==> src/hdl/scc_pkg.sv <==
// Shared types and constants for the segment crossing counter.
package scc_pkg;

    localparam int SIDE_CODE_W = 3;
    localparam int OFFSET_W    = 6;
    localparam int PAIRS_W     = 11;
    localparam int MOST_W      = 6;

    localparam logic [SIDE_CODE_W-1:0] SIDE_TOP    = 3'd1;
    localparam logic [SIDE_CODE_W-1:0] SIDE_BOTTOM = 3'd2;
    localparam logic [SIDE_CODE_W-1:0] SIDE_LEFT   = 3'd3;
    localparam logic [SIDE_CODE_W-1:0] SIDE_RIGHT  = 3'd4;

    typedef struct packed {
        logic [SIDE_CODE_W-1:0] start_side;
        logic [OFFSET_W-1:0]    start_offset;
        logic [SIDE_CODE_W-1:0] end_side;
        logic [OFFSET_W-1:0]    end_offset;
        logic                   last_segment;
    } t_in_word;

    typedef struct packed {
        logic [PAIRS_W-1:0] crossing_pairs;
        logic [MOST_W-1:0]  most_crossings;
        logic               overflow;
    } t_out_word;

    // one stored chord, as raw side/offset pairs
    typedef struct packed {
        logic [SIDE_CODE_W-1:0] start_side;
        logic [OFFSET_W-1:0]    start_offset;
        logic [SIDE_CODE_W-1:0] end_side;
        logic [OFFSET_W-1:0]    end_offset;
    } t_seg;

    // travels with each read of the partner chord
    typedef struct packed {
        logic valid;
        logic self_pair;
        logic row_last;
    } t_tag;

    // pair test outcome back to the controller
    typedef struct packed {
        logic valid;
        logic row_last;
        logic hit;
    } t_res;

endpackage

==> src/hdl/segment_crossing_counter_top.sv <==
// Segment crossing counter: chord store in RAM plus pairwise crossing walk.
//
// Input channel (i_in_valid / o_in_ready / i_in_data) takes one chord per word.
// While loading, one word is taken every cycle and written to the chord RAM.
// Chords beyond MAX_SEGMENTS are dropped and flagged in the result.
// The word marked last_segment closes the set and starts the pairwise walk;
// o_in_ready stays low until the walk finishes.
// The walk reads each chord i once, then streams every chord j through the
// crossing pipeline, one RAM read per cycle.
// The result word (o_out_valid / i_out_ready / o_out_data) sits in an output
// register; loading of the next set goes on while it waits. A stalled
// receiver only holds the block at the end of the next walk.
// Reset empties the store count and drop flag and drops any pending result;
// the chord RAM is not cleared, since only written entries are ever read.
module segment_crossing_counter_top #(
    parameter int MAX_SEGMENTS = 64,
    parameter int SIDE         = 51
) (
    input  logic               i_clk,
    input  logic               i_rst_n,
    input  logic               i_in_valid,
    output logic               o_in_ready,
    input  scc_pkg::t_in_word  i_in_data,
    output logic               o_out_valid,
    input  logic               i_out_ready,
    output scc_pkg::t_out_word o_out_data
);

    localparam int IW = $clog2(MAX_SEGMENTS);
    localparam int NW = $clog2(MAX_SEGMENTS + 1);
    localparam int TW = $clog2(MAX_SEGMENTS * MAX_SEGMENTS);

    typedef enum logic [2:0] {
        S_LOAD,
        S_RD_A,
        S_GET_A,
        S_SCAN,
        S_DRAIN,
        S_FINAL
    } t_state;

    t_state r_state, n_state;
    logic [NW-1:0] r_count, n_count;
    logic          r_drop, n_drop;
    logic [IW-1:0] r_i, n_i, r_j, n_j;
    logic [IW-1:0] r_cnt, n_cnt, r_best, n_best;
    logic [TW-1:0] r_total, n_total;
    logic          r_out_valid, n_out_valid;
    scc_pkg::t_out_word r_out_data, n_out_data;
    scc_pkg::t_tag r_rd_tag, n_rd_tag;

    logic          w_in_acc;
    logic          w_we;
    logic [IW-1:0] w_raddr;
    logic [IW-1:0] w_last_idx;
    logic [IW-1:0] w_row_cnt;
    logic          w_load_a;
    scc_pkg::t_seg w_wseg, w_rseg;
    scc_pkg::t_res w_res;
    logic [TW+scc_pkg::PAIRS_W-1:0] w_tot_ext, w_half;
    logic [IW+scc_pkg::MOST_W-1:0]  w_best_ext;

    assign o_in_ready = (r_state == S_LOAD);
    assign w_in_acc   = i_in_valid && o_in_ready;
    assign w_last_idx = IW'(r_count - NW'(1));

    assign w_wseg.start_side   = i_in_data.start_side;
    assign w_wseg.start_offset = i_in_data.start_offset;
    assign w_wseg.end_side     = i_in_data.end_side;
    assign w_wseg.end_offset   = i_in_data.end_offset;

    scc_ram #(
        .WIDTH ($bits(scc_pkg::t_seg)),
        .DEPTH (MAX_SEGMENTS)
    ) u_store (
        .i_clk   (i_clk),
        .i_we    (w_we),
        .i_waddr (r_count[IW-1:0]),
        .i_wdata (w_wseg),
        .i_raddr (w_raddr),
        .o_rdata (w_rseg)
    );

    scc_cross #(
        .SIDE (SIDE)
    ) u_cross (
        .i_clk    (i_clk),
        .i_rst_n  (i_rst_n),
        .i_load_a (w_load_a),
        .i_seg    (w_rseg),
        .i_tag    (r_rd_tag),
        .o_res    (w_res)
    );

    assign w_tot_ext  = {{scc_pkg::PAIRS_W{1'b0}}, r_total};
    assign w_half     = w_tot_ext >> 1;
    assign w_best_ext = {{scc_pkg::MOST_W{1'b0}}, r_best};
    assign w_row_cnt  = r_cnt + IW'(w_res.hit);

    always_comb begin
        n_state     = r_state;
        n_count     = r_count;
        n_drop      = r_drop;
        n_i         = r_i;
        n_j         = r_j;
        n_cnt       = r_cnt;
        n_best      = r_best;
        n_total     = r_total;
        n_out_valid = r_out_valid;
        n_out_data  = r_out_data;
        n_rd_tag    = '0;
        w_we        = 1'b0;
        w_raddr     = r_j;
        w_load_a    = 1'b0;

        // per-row tally from the pipeline
        if (w_res.valid) begin
            n_total = r_total + TW'(w_res.hit);
            if (w_res.row_last) begin
                n_cnt = '0;
                if (w_row_cnt > r_best) begin
                    n_best = w_row_cnt;
                end
            end else begin
                n_cnt = w_row_cnt;
            end
        end

        if (r_out_valid && i_out_ready) begin
            n_out_valid = 1'b0;
        end

        unique case (r_state)
            S_LOAD: begin
                if (w_in_acc) begin
                    if (r_count < NW'(MAX_SEGMENTS)) begin
                        w_we    = 1'b1;
                        n_count = r_count + NW'(1);
                    end else begin
                        n_drop = 1'b1;
                    end
                    if (i_in_data.last_segment) begin
                        n_state = S_RD_A;
                        n_i     = '0;
                        n_cnt   = '0;
                        n_best  = '0;
                        n_total = '0;
                    end
                end
            end
            S_RD_A: begin
                w_raddr = r_i;
                n_state = S_GET_A;
            end
            S_GET_A: begin
                w_load_a = 1'b1;
                n_j      = '0;
                n_state  = S_SCAN;
            end
            S_SCAN: begin
                w_raddr            = r_j;
                n_rd_tag.valid     = 1'b1;
                n_rd_tag.self_pair = (r_j == r_i);
                n_rd_tag.row_last  = (r_j == w_last_idx);
                n_j                = r_j + IW'(1);
                if (r_j == w_last_idx) begin
                    n_state = S_DRAIN;
                end
            end
            S_DRAIN: begin
                if (w_res.valid && w_res.row_last) begin
                    if (r_i == w_last_idx) begin
                        n_state = S_FINAL;
                    end else begin
                        n_i     = r_i + IW'(1);
                        n_state = S_RD_A;
                    end
                end
            end
            S_FINAL: begin
                if (!r_out_valid || i_out_ready) begin
                    n_out_valid                = 1'b1;
                    n_out_data.crossing_pairs  = w_half[scc_pkg::PAIRS_W-1:0];
                    n_out_data.most_crossings  = w_best_ext[scc_pkg::MOST_W-1:0];
                    n_out_data.overflow        = r_drop;
                    n_count                    = '0;
                    n_drop                     = 1'b0;
                    n_state                    = S_LOAD;
                end
            end
            default: n_state = S_LOAD;
        endcase
    end

    always_ff @(posedge i_clk) begin
        if (!i_rst_n) begin
            r_state     <= S_LOAD;
            r_count     <= '0;
            r_drop      <= 1'b0;
            r_i         <= '0;
            r_j         <= '0;
            r_cnt       <= '0;
            r_best      <= '0;
            r_total     <= '0;
            r_out_valid <= 1'b0;
            r_rd_tag    <= '0;
        end else begin
            r_state     <= n_state;
            r_count     <= n_count;
            r_drop      <= n_drop;
            r_i         <= n_i;
            r_j         <= n_j;
            r_cnt       <= n_cnt;
            r_best      <= n_best;
            r_total     <= n_total;
            r_out_valid <= n_out_valid;
            r_out_data  <= n_out_data;
            r_rd_tag    <= n_rd_tag;
        end
    end

    assign o_out_valid = r_out_valid;
    assign o_out_data  = r_out_data;

    // pipeline is empty whenever new chords are being loaded
    a_drained_in_load: assert property (
        @(posedge i_clk) disable iff (!i_rst_n)
        (r_state == S_LOAD) |-> !w_res.valid
    ) else $error("pair pipeline busy while loading");

    a_count_bound: assert property (
        @(posedge i_clk) disable iff (!i_rst_n)
        r_count <= NW'(MAX_SEGMENTS)
    ) else $error("segment count beyond capacity");

    a_walk_nonempty: assert property (
        @(posedge i_clk) disable iff (!i_rst_n)
        (r_state == S_SCAN) |-> (r_count != '0)
    ) else $error("walk started on empty store");

    a_result_from_final: assert property (
        @(posedge i_clk) disable iff (!i_rst_n)
        $rose(r_out_valid) |-> ($past(r_state) == S_FINAL)
    ) else $error("result raised outside final step");

endmodule

==> src/hdl/scc_ram.sv <==
// Generic single-port-write, single-port-read RAM with registered read data.
module scc_ram #(
    parameter int WIDTH = 18,
    parameter int DEPTH = 64
) (
    input  logic                     i_clk,
    input  logic                     i_we,
    input  logic [$clog2(DEPTH)-1:0] i_waddr,
    input  logic [WIDTH-1:0]         i_wdata,
    input  logic [$clog2(DEPTH)-1:0] i_raddr,
    output logic [WIDTH-1:0]         o_rdata
);

    logic [WIDTH-1:0] r_mem [DEPTH];
    logic [WIDTH-1:0] r_rdata;

    always_ff @(posedge i_clk) begin
        if (i_we) begin
            r_mem[i_waddr] <= i_wdata;
        end
        r_rdata <= r_mem[i_raddr];
    end

    assign o_rdata = r_rdata;

endmodule

==> src/hdl/scc_cross.sv <==
// Pipelined crossing test of one held chord against a stream of partner chords.
module scc_cross #(
    parameter int SIDE = 51
) (
    input  logic          i_clk,
    input  logic          i_rst_n,
    input  logic          i_load_a,
    input  scc_pkg::t_seg i_seg,
    input  scc_pkg::t_tag i_tag,
    output scc_pkg::t_res o_res
);

    localparam int MAGW = ($clog2(SIDE + 1) > scc_pkg::OFFSET_W) ?
                          $clog2(SIDE + 1) : scc_pkg::OFFSET_W;
    localparam int PW = MAGW + 1;   // signed coordinate
    localparam int DW = PW + 1;     // coordinate difference
    localparam int MW = 2 * DW;     // product
    localparam int VW = MW + 1;     // cross product

    typedef struct packed {
        logic signed [PW-1:0] x;
        logic signed [PW-1:0] y;
    } t_pt;

    function automatic t_pt map_pt(input logic [scc_pkg::SIDE_CODE_W-1:0] code,
                                   input logic [scc_pkg::OFFSET_W-1:0] off);
        t_pt p;
        logic signed [PW-1:0] d;
        logic signed [PW-1:0] s;
        d = $signed({{(PW - scc_pkg::OFFSET_W){1'b0}}, off});
        s = $signed(PW'(SIDE));
        p = '0;
        unique case (code)
            scc_pkg::SIDE_TOP: begin
                p.x = d;
                p.y = s;
            end
            scc_pkg::SIDE_BOTTOM: begin
                p.x = d;
            end
            scc_pkg::SIDE_LEFT: begin
                p.y = s - d;
            end
            scc_pkg::SIDE_RIGHT: begin
                p.x = s;
                p.y = s - d;
            end
            default: p = '0;
        endcase
        return p;
    endfunction

    // lexicographic a <= b, x first
    function automatic logic pt_le(input t_pt a, input t_pt b);
        return (a.x == b.x) ? (a.y <= b.y) : (a.x <= b.x);
    endfunction

    t_pt w_p0, w_p1, w_blo, w_bhi;
    logic w_col;

    t_pt r_a0, r_a1, r_alo, r_ahi;
    logic signed [DW-1:0] r_dax, r_day;

    scc_pkg::t_tag r_p1_tag, r_p2_tag;
    logic signed [DW-1:0] r_p1_dbx, r_p1_dby;
    logic signed [DW-1:0] r_p1_e1x, r_p1_e1y, r_p1_e2x, r_p1_e2y;
    logic signed [DW-1:0] r_p1_e3x, r_p1_e3y, r_p1_e4x, r_p1_e4y;
    logic r_p1_col, r_p2_col;

    logic signed [MW-1:0] r_m1a, r_m1b, r_m2a, r_m2b, r_m3a, r_m3b, r_m4a, r_m4b;
    logic signed [VW-1:0] w_v1, w_v2, w_v3, w_v4;
    logic w_pos1, w_pos2, w_pos3, w_pos4;
    logic w_neg1, w_neg2, w_neg3, w_neg4;
    logic w_hit;
    scc_pkg::t_res r_res;

    assign w_p0 = map_pt(i_seg.start_side, i_seg.start_offset);
    assign w_p1 = map_pt(i_seg.end_side, i_seg.end_offset);

    // collinear case: spans must overlap without either containing the other
    always_comb begin
        if (pt_le(w_p1, w_p0)) begin
            w_blo = w_p1;
            w_bhi = w_p0;
        end else begin
            w_blo = w_p0;
            w_bhi = w_p1;
        end
        w_col = pt_le(r_alo, w_bhi) && pt_le(w_blo, r_ahi) &&
                !((pt_le(r_alo, w_blo) && pt_le(w_bhi, r_ahi)) ||
                  (pt_le(w_blo, r_alo) && pt_le(r_ahi, w_bhi)));
    end

    always_ff @(posedge i_clk) begin
        if (i_load_a) begin
            r_a0  <= w_p0;
            r_a1  <= w_p1;
            r_dax <= DW'(w_p1.x) - DW'(w_p0.x);
            r_day <= DW'(w_p1.y) - DW'(w_p0.y);
            if (pt_le(w_p1, w_p0)) begin
                r_alo <= w_p1;
                r_ahi <= w_p0;
            end else begin
                r_alo <= w_p0;
                r_ahi <= w_p1;
            end
        end
    end

    always_ff @(posedge i_clk) begin
        if (!i_rst_n) begin
            r_p1_tag <= '0;
            r_p2_tag <= '0;
            r_res    <= '0;
        end else begin
            r_p1_tag     <= i_tag;
            r_p2_tag     <= r_p1_tag;
            r_res.valid    <= r_p2_tag.valid;
            r_res.row_last <= r_p2_tag.row_last;
            r_res.hit      <= w_hit;
        end
    end

    always_ff @(posedge i_clk) begin
        r_p1_dbx <= DW'(w_p1.x) - DW'(w_p0.x);
        r_p1_dby <= DW'(w_p1.y) - DW'(w_p0.y);
        r_p1_e1x <= DW'(w_p0.x) - DW'(r_a1.x);
        r_p1_e1y <= DW'(w_p0.y) - DW'(r_a1.y);
        r_p1_e2x <= DW'(w_p1.x) - DW'(r_a1.x);
        r_p1_e2y <= DW'(w_p1.y) - DW'(r_a1.y);
        r_p1_e3x <= DW'(r_a0.x) - DW'(w_p1.x);
        r_p1_e3y <= DW'(r_a0.y) - DW'(w_p1.y);
        r_p1_e4x <= DW'(r_a1.x) - DW'(w_p1.x);
        r_p1_e4y <= DW'(r_a1.y) - DW'(w_p1.y);
        r_p1_col <= w_col;

        r_m1a <= r_dax * r_p1_e1y;
        r_m1b <= r_day * r_p1_e1x;
        r_m2a <= r_dax * r_p1_e2y;
        r_m2b <= r_day * r_p1_e2x;
        r_m3a <= r_p1_dbx * r_p1_e3y;
        r_m3b <= r_p1_dby * r_p1_e3x;
        r_m4a <= r_p1_dbx * r_p1_e4y;
        r_m4b <= r_p1_dby * r_p1_e4x;
        r_p2_col <= r_p1_col;
    end

    always_comb begin
        w_v1 = VW'(r_m1a) - VW'(r_m1b);
        w_v2 = VW'(r_m2a) - VW'(r_m2b);
        w_v3 = VW'(r_m3a) - VW'(r_m3b);
        w_v4 = VW'(r_m4a) - VW'(r_m4b);
        w_neg1 = w_v1[VW-1];
        w_neg2 = w_v2[VW-1];
        w_neg3 = w_v3[VW-1];
        w_neg4 = w_v4[VW-1];
        w_pos1 = !w_neg1 && (w_v1 != '0);
        w_pos2 = !w_neg2 && (w_v2 != '0);
        w_pos3 = !w_neg3 && (w_v3 != '0);
        w_pos4 = !w_neg4 && (w_v4 != '0);
        // reject when either chord has both ends strictly on one side of the other
        w_hit = !r_p2_tag.self_pair &&
                !((w_pos1 && w_pos2) || (w_neg1 && w_neg2) ||
                  (w_pos3 && w_pos4) || (w_neg3 && w_neg4)) &&
                (w_pos1 || w_neg1 || w_pos2 || w_neg2 ||
                 w_pos3 || w_neg3 || w_pos4 || w_neg4 || r_p2_col);
    end

    assign o_res = r_res;

endmodule
==> config.mk <==
export PLATFORM = sky130hd
export DESIGN_NAME = segment_crossing_counter_top
export DESIGN_NICKNAME = d
export VERILOG_FILES = /design/src/hdl/scc_pkg.sv /design/src/hdl/segment_crossing_counter_top.sv /design/src/hdl/scc_ram.sv /design/src/hdl/scc_cross.sv
export SDC_FILE = /design/constraint.sdc
export NUM_CORES = 2
export LEC_CHECK = 0
export CORE_MARGIN = 2
export CORE_UTILIZATION = 55
export CTS_CLUSTER_DIAMETER = 30
export DETAILED_ROUTE_END_ITERATION = 16
export DONT_BUFFER_PORTS = 1
export PLACE_DENSITY = 0.78
export SYNTH_ARGS = -nofsm -noshare
export SYNTH_HDL_FRONTEND = slang
export SYNTH_SLANG_ARGS = --single-unit
==> constraint.sdc <==
create_clock -name i_clk -period 7.3 [get_ports i_clk]
set_input_delay 0.365 -clock i_clk [delete_from_list [all_inputs] [get_ports i_clk]]
set_output_delay 0.365 -clock i_clk [all_outputs]
set_load 0.05 [all_outputs]
# [After elaboration in Yosys (flattened, before gate mapping)]
# Memories as Yosys holds them, arrays and structs flattened. A register that Yosys moved wholly into a read port is not among the register bits.
# Index checks and enable logic that the tools add are counted.
[classes] addsub=22 mul=8 order_cmp=16 eq_ne=31 mux=60 reduce_logical=56
[ops] op="6-bit 2-to-1 mux" n=16
[ops] op="7-bit <= comparator" n=13
[ops] op="17-bit nonzero test" n=4
[ops] op="16-bit by 16-bit subtractor with 17-bit output" n=4
[ops] op="8-bit by 8-bit multiplier with 16-bit output" n=4
[ops] op="7-bit by 8-bit multiplier with 15-bit output" n=4
[ops] op="12-bit 2-to-1 mux" n=4
[ops] op="6-bit one-hot mux with 2 select lines" n=4
[ops] op="7-bit == test" n=6
[ops] op="7-bit one-hot mux with 2 select lines" n=3
[ops] op="7-bit by 7-bit subtractor with 8-bit output" n=5
[ops] op="6-bit by 6-bit subtractor with 7-bit output" n=5
[ops] op="13-bit 2-to-1 mux" n=2
[ops] op="6-bit == test" n=4
[ops] op="3-bit 2-to-1 mux" n=7
[ops] op="7-bit 2-to-1 mux" n=3
[ops] op="1-bit 2-to-1 mux" n=19
[ops] op="3-bit by 2-bit == test with 1-bit output, second input constant" n=6
[ops] op="3-bit one-hot mux with 6 select lines" n=1
[ops] op="1-bit logical AND" n=17
[ops] op="6-bit by 6-bit subtractor with 7-bit output, first input constant" n=2
[ops] op="1-bit logical OR" n=13
[ops] op="12-bit by 1-bit adder with 12-bit output" n=1
[ops] op="6-bit by 1-bit adder with 6-bit output, second input constant" n=2
[ops] op="19 further kinds" n=44
[word_totals] register_bits=356 ram_bits=1152 input_bits=23 out_inout_bits=20 word_cells=248 mem_count=1
[mem_list] name="u_store.r_mem" words=64 word_bits=18 read_ports=1 rd_ports_with_merged_regs=1 write_ports=1 line="scc_ram.sv:14" source="logic [WIDTH-1:0] r_mem [DEPTH];"

# [Depth between registers and ports, before layout]
[depth] ltp_word=12 depth_mapped=27 depth_no_buf=24

# [By module]
# From an unflattened synthesis, not the netlist that was laid out.
[hier_totals] cells_unflattened=5690 area_unflattened_um2=79686.4
[modules_own_cells] mod="scc_ram" n_inst=1 cells_each=1957 area_each_um2=44621.5 seq_area_each_um2=34953.5
[modules_own_cells] mod="scc_cross" n_inst=1 cells_each=3362 area_each_um2=31531.5 seq_area_each_um2=6175.9
[modules_own_cells] mod="segment_crossing_counter_top" n_inst=1 cells_each=371 area_each_um2=3533.4 seq_area_each_um2=1561.5

# [Least setup slack after synthesis]
# No wires, ideal clock.
[synth_path] path_kind="flip-flop to flip-flop" startpoint="register u_store.r_rdata[7], in the netlist u_store.o_rdata[7] (read register of u_store.r_mem)" endpoint="register u_cross.r_p1_col" setup_time_ns=0.103 t_arrival_ns=4.926 required_ns=7.197 slack_ns=2.271 stages_incl_launch_ff=25 n_path_buf=4 period_less_slack_ns=5.029 cell_sequence="dfxtp_1 > buf_2 > xnor2_1 > nor2_1 > a21oi_2 > inv_1 > ha_1 > nor2b_1 > o31a_1 > o31ai_4 > a22o_4 > buf_6 > buf_2 > buf_1 > mux2i_1 > ha_1 > o21a_1 > o21a_1 > o21ai_0 > nand2b_1 > a211oi_1 > a31oi_1 > a2111oi_0 > a21oi_1 > a2111oi_2"
[synth_rtl] item="start: declaration" line="scc_ram.sv:15" source="logic [WIDTH-1:0] r_rdata;"
[synth_rtl] item="end signal: assignment" line="scc_cross.sv:135" source="r_p1_col <= w_col;"
[synth_rtl] item="end: declaration" line="scc_cross.sv:68" source="logic r_p1_col, r_p2_col;"

==> flow_summary.yaml <==
status:
  outcome: "complete, no violations"
final_layout:
  final_nets: 6921
  final_common_cell: "edfxtp_1"
  final_cell_mix: "edfxtp_1 (1,237), inv_1 (695), ha_1 (417)"
  fill_cells: 9892
  drive_above_1_share: 0.1448
  synthToLayoutAreaGrowth_pct: 15.87
synth:
  synth_compound_area_frac: 0.05813
  synth_fa_ha_area_frac: 0.1691
  synthArstFlopShare: 0
  synth-seq-cells: 1514
  synth.distinct_cells: 88
  synth_top_flop_cell: "edfxtp_1"
  avgSynthCellArea_um2: 13.70
  synthSimpleGateAreaFrac: 0.08461
  synth_top_family_by_area: "adder cells"
  synth_seq_area_share: 0.5324
  yosys_warnings: 0
  syn-cell-area_um2: 80190
  synth_mux_area_frac: 0.08563
  netlist_instances: 5852
  synth-xor-area-share: 0.02719
  synth_nets: 6706
  synth_edf_count: 1237
clock_network:
  post_cts_resized: 0
  hold_buffers: 40
  cts_buffer_depth: 4
  cts_tree: "yes"
  insertion_delay_ns: 0.91
  cts_root_buf: "clkbuf_16"
  cts_setup_buffers: 0
  cts_buffers: 291
  path_clk_slew_ns: 0.05
  cts.sinks: 1514
  htree_levels: 5
worst_setup_path:
  crit_fanout: 47
  start_kind: "register"
  criticalPathCategory: "reg -> reg"
  cp.required_ns: 8.02
  arrival_ns: 6.62
  end_kind: "register"
placed_design:
  port_buffers: 0
  globalplace.congestion: 0.9036
  dp_hpwl_um: 115800
sta:
  rsz0062_at_grt: "no"
  worst_pin_slew_ns: 1.282
  setup_viol: 0
  fin_crit_sh: 0.8074
  skew_ns: 0.09589
  drv_slew: 0
  finalSetupTns_ns: 0
  max_freq_ghz: 0.1697
  final_hold_viol_count: 0
  fin_crit_ns: 5.894
  slew_headroom: 0.1447
grt:
  grt_pass1_wl_um: 310200
  grt_max_degree: 130
  antenna_found_initial: 6
  use_met2: 0.4789
  grt_overflow: 0
  groute.layer.met3.usage: 0.04832
  grt_pass1_vias: 52200
  grt_usage: 0.2772
  use_met1: 0.3285
  top_usage_layer: "met2"
floorplan:
  core_area_um2: 145200
  ioPinCount: 43
  dieArea_um2: 148900
  start_util: 0.5522
  rows: 140
  die_height_um: 385.8
  die_w_um: 385.8
routing:
  vias_per_cell: 6.029
  via_count: 49420
  drt_wl_total_um: 202500
  drc: 0
  firstDrtPassIters: 6
  wl_per_cell_um: 24.71
  drt_iter0_drc: 4655
  ant_nets: 0
min_path:
  worstHoldPathType: "in -> reg"
flow_run:
  drv_cap: 0
==> flip-flops by register name (all words and copies together), names as in the netlist, 8 cells and up <==
| signal | cells |
|---|---|
| u_cross.r_p1_e3y | 8 |
| u_cross.r_m1a | 15 |
| u_cross.r_m2b | 16 |
| u_cross.r_m4a | 15 |
| u_cross.r_m3b | 16 |
| u_cross.r_p1_dby | 8 |
| u_cross.r_m2a | 15 |
| u_cross.r_m3a | 15 |
| u_cross.r_a1 | 13 |
| u_cross.r_a0 | 13 |
| u_store.o_rdata | 18 |
| r_total | 12 |
| o_out_data | 18 |
| u_cross.r_m4b | 16 |
| u_cross.r_p1_e1y | 8 |
| u_cross.r_alo | 13 |
| u_cross.r_m1b | 16 |
| u_store.r_mem | 1152 |
| u_cross.r_p1_e2y | 8 |
| u_cross.r_ahi | 13 |
| u_cross.r_day | 8 |
==> area by class of cell <==
class,instances,area (µm²),share of cell area
sequential,1514,42690,0.4594
clock inverter,173,1969,0.02119
inverter,698,2620,0.02820
timing repair buffer,117,1369,0.01473
multi-input combinational,3445,34180,0.3678
antenna,1,2.502,0.00002693
tap,1917,2399,0.02581
clock buffer,332,7696,0.08282
==> cells in the mapped netlist (6+ instances only) <==
cell type	number	area [µm²]
a311oi_1	38	332.8
nor3b_1	7	52.55
inv_1	696	2613
a21oi_1	176	880.8
buf_4	6	45.04
nand2b_1	94	588.1
o2111ai_1	12	105.1
a21o_1	52	390.4
fa_1	414	8288
xnor2_1	172	1506
buf_2	47	235.2
o211ai_1	13	97.59
o41ai_1	9	78.83
a31oi_1	42	262.8
and2_1	373	2333
a2111oi_0	7	61.31
edfxtp_1	1237	37150
or4_1	6	45.04
a211oi_1	107	803.3
o21a_1	28	210.2
nor3_1	30	150.1
nand3b_1	9	67.56
o21bai_1	20	150.1
nand2_1	387	1453
nand4_1	16	100.1
mux4_2	288	6486
ha_1	417	5218
nor2b_1	70	437.9
xor2_1	77	674.4
nor2_1	249	934.7
mux2i_1	31	310.3
nor4_1	11	68.82
o31a_1	7	61.31
o21ai_0	110	550.5
clkbuf_1	126	473.0
or3_1	6	37.54
and3_1	10	62.56
a21boi_0	14	105.1
dfxtp_1	277	5545
or2_2	6	37.54
buf_1	14	52.55
nand3_1	45	225.2
==> routing by layer <==
metal	routed length, µm	share of wire
met4	11850	0.059
met1	72030	0.36
met2	103100	0.51
met5	27	0.00013
met3	15510	0.077
==> stage by stage <==
stage	utilization	worst slack, ns	cell area [µm²]	hold WS, ns	std cells
after detailed placement	0.5684	1.465	82540	0.4062	7651
after CTS	0.6399	1.428	92920	0.006466	8196
after global placement	0.5684	1.608	82540	0.4057	7651
after global routing	0.6399	0.9225	92920	0.08633	8197
final	0.6399	1.406	92920	0.07884	8197
after floorplan	-	2.271	80190	0.3096	5852
==> worst paths after layout <==
path                                          from                to  slack [ns]  depth (start not counted)
worst min register to register    u_cross.r_p1_col  u_cross.r_p2_col        0.36                          0
worst min-delay path                    i_in_valid        r_count[0]        0.08                          4
worst max-delay path            u_store.o_rdata[7]  u_cross.r_p1_col        1.41                         22
worst max register to register  u_store.o_rdata[7]  u_cross.r_p1_col        1.41                         22
==> worst max-delay path, cell delays in order (launching register included) <==
cell and delay, ns:
dfxtp_1 0.50, xnor2_1 0.17, nor2_1 0.13, a21oi_2 0.56, inv_1 0.31, ha_1 0.38
nor2b_1 0.15, o31a_1 0.29, o31ai_4 0.26, a22o_4 0.52, mux2i_1 0.39, inv_1 0.09
ha_1 0.29, nor2b_1 0.13, o21a_1 0.16, o21a_1 0.16, o21ai_0 0.14, nand2b_1 0.09
a211oi_1 0.23, a31oi_1 0.09, a2111oi_0 0.42, a21oi_1 0.09, a2111oi_2 0.20
==> kinds of logic (layout without fill, tap and decap cells) <==
kind of cell               after synthesis  count (layout)
other                                    0               1
AOI/OAI and AO/OA                      695             695
buffers and inverters                  893            1320
and+or+nand+nor                       1340            1340
xor gates and xnor gates               249             249
muxes                                  325             325
DFF                                   1514            1514
adders and majority gates              836             836
Power is left out: the tool's default activity adds up to more than one toggle a clock period on the data nets, which glitch-free logic cannot reach.
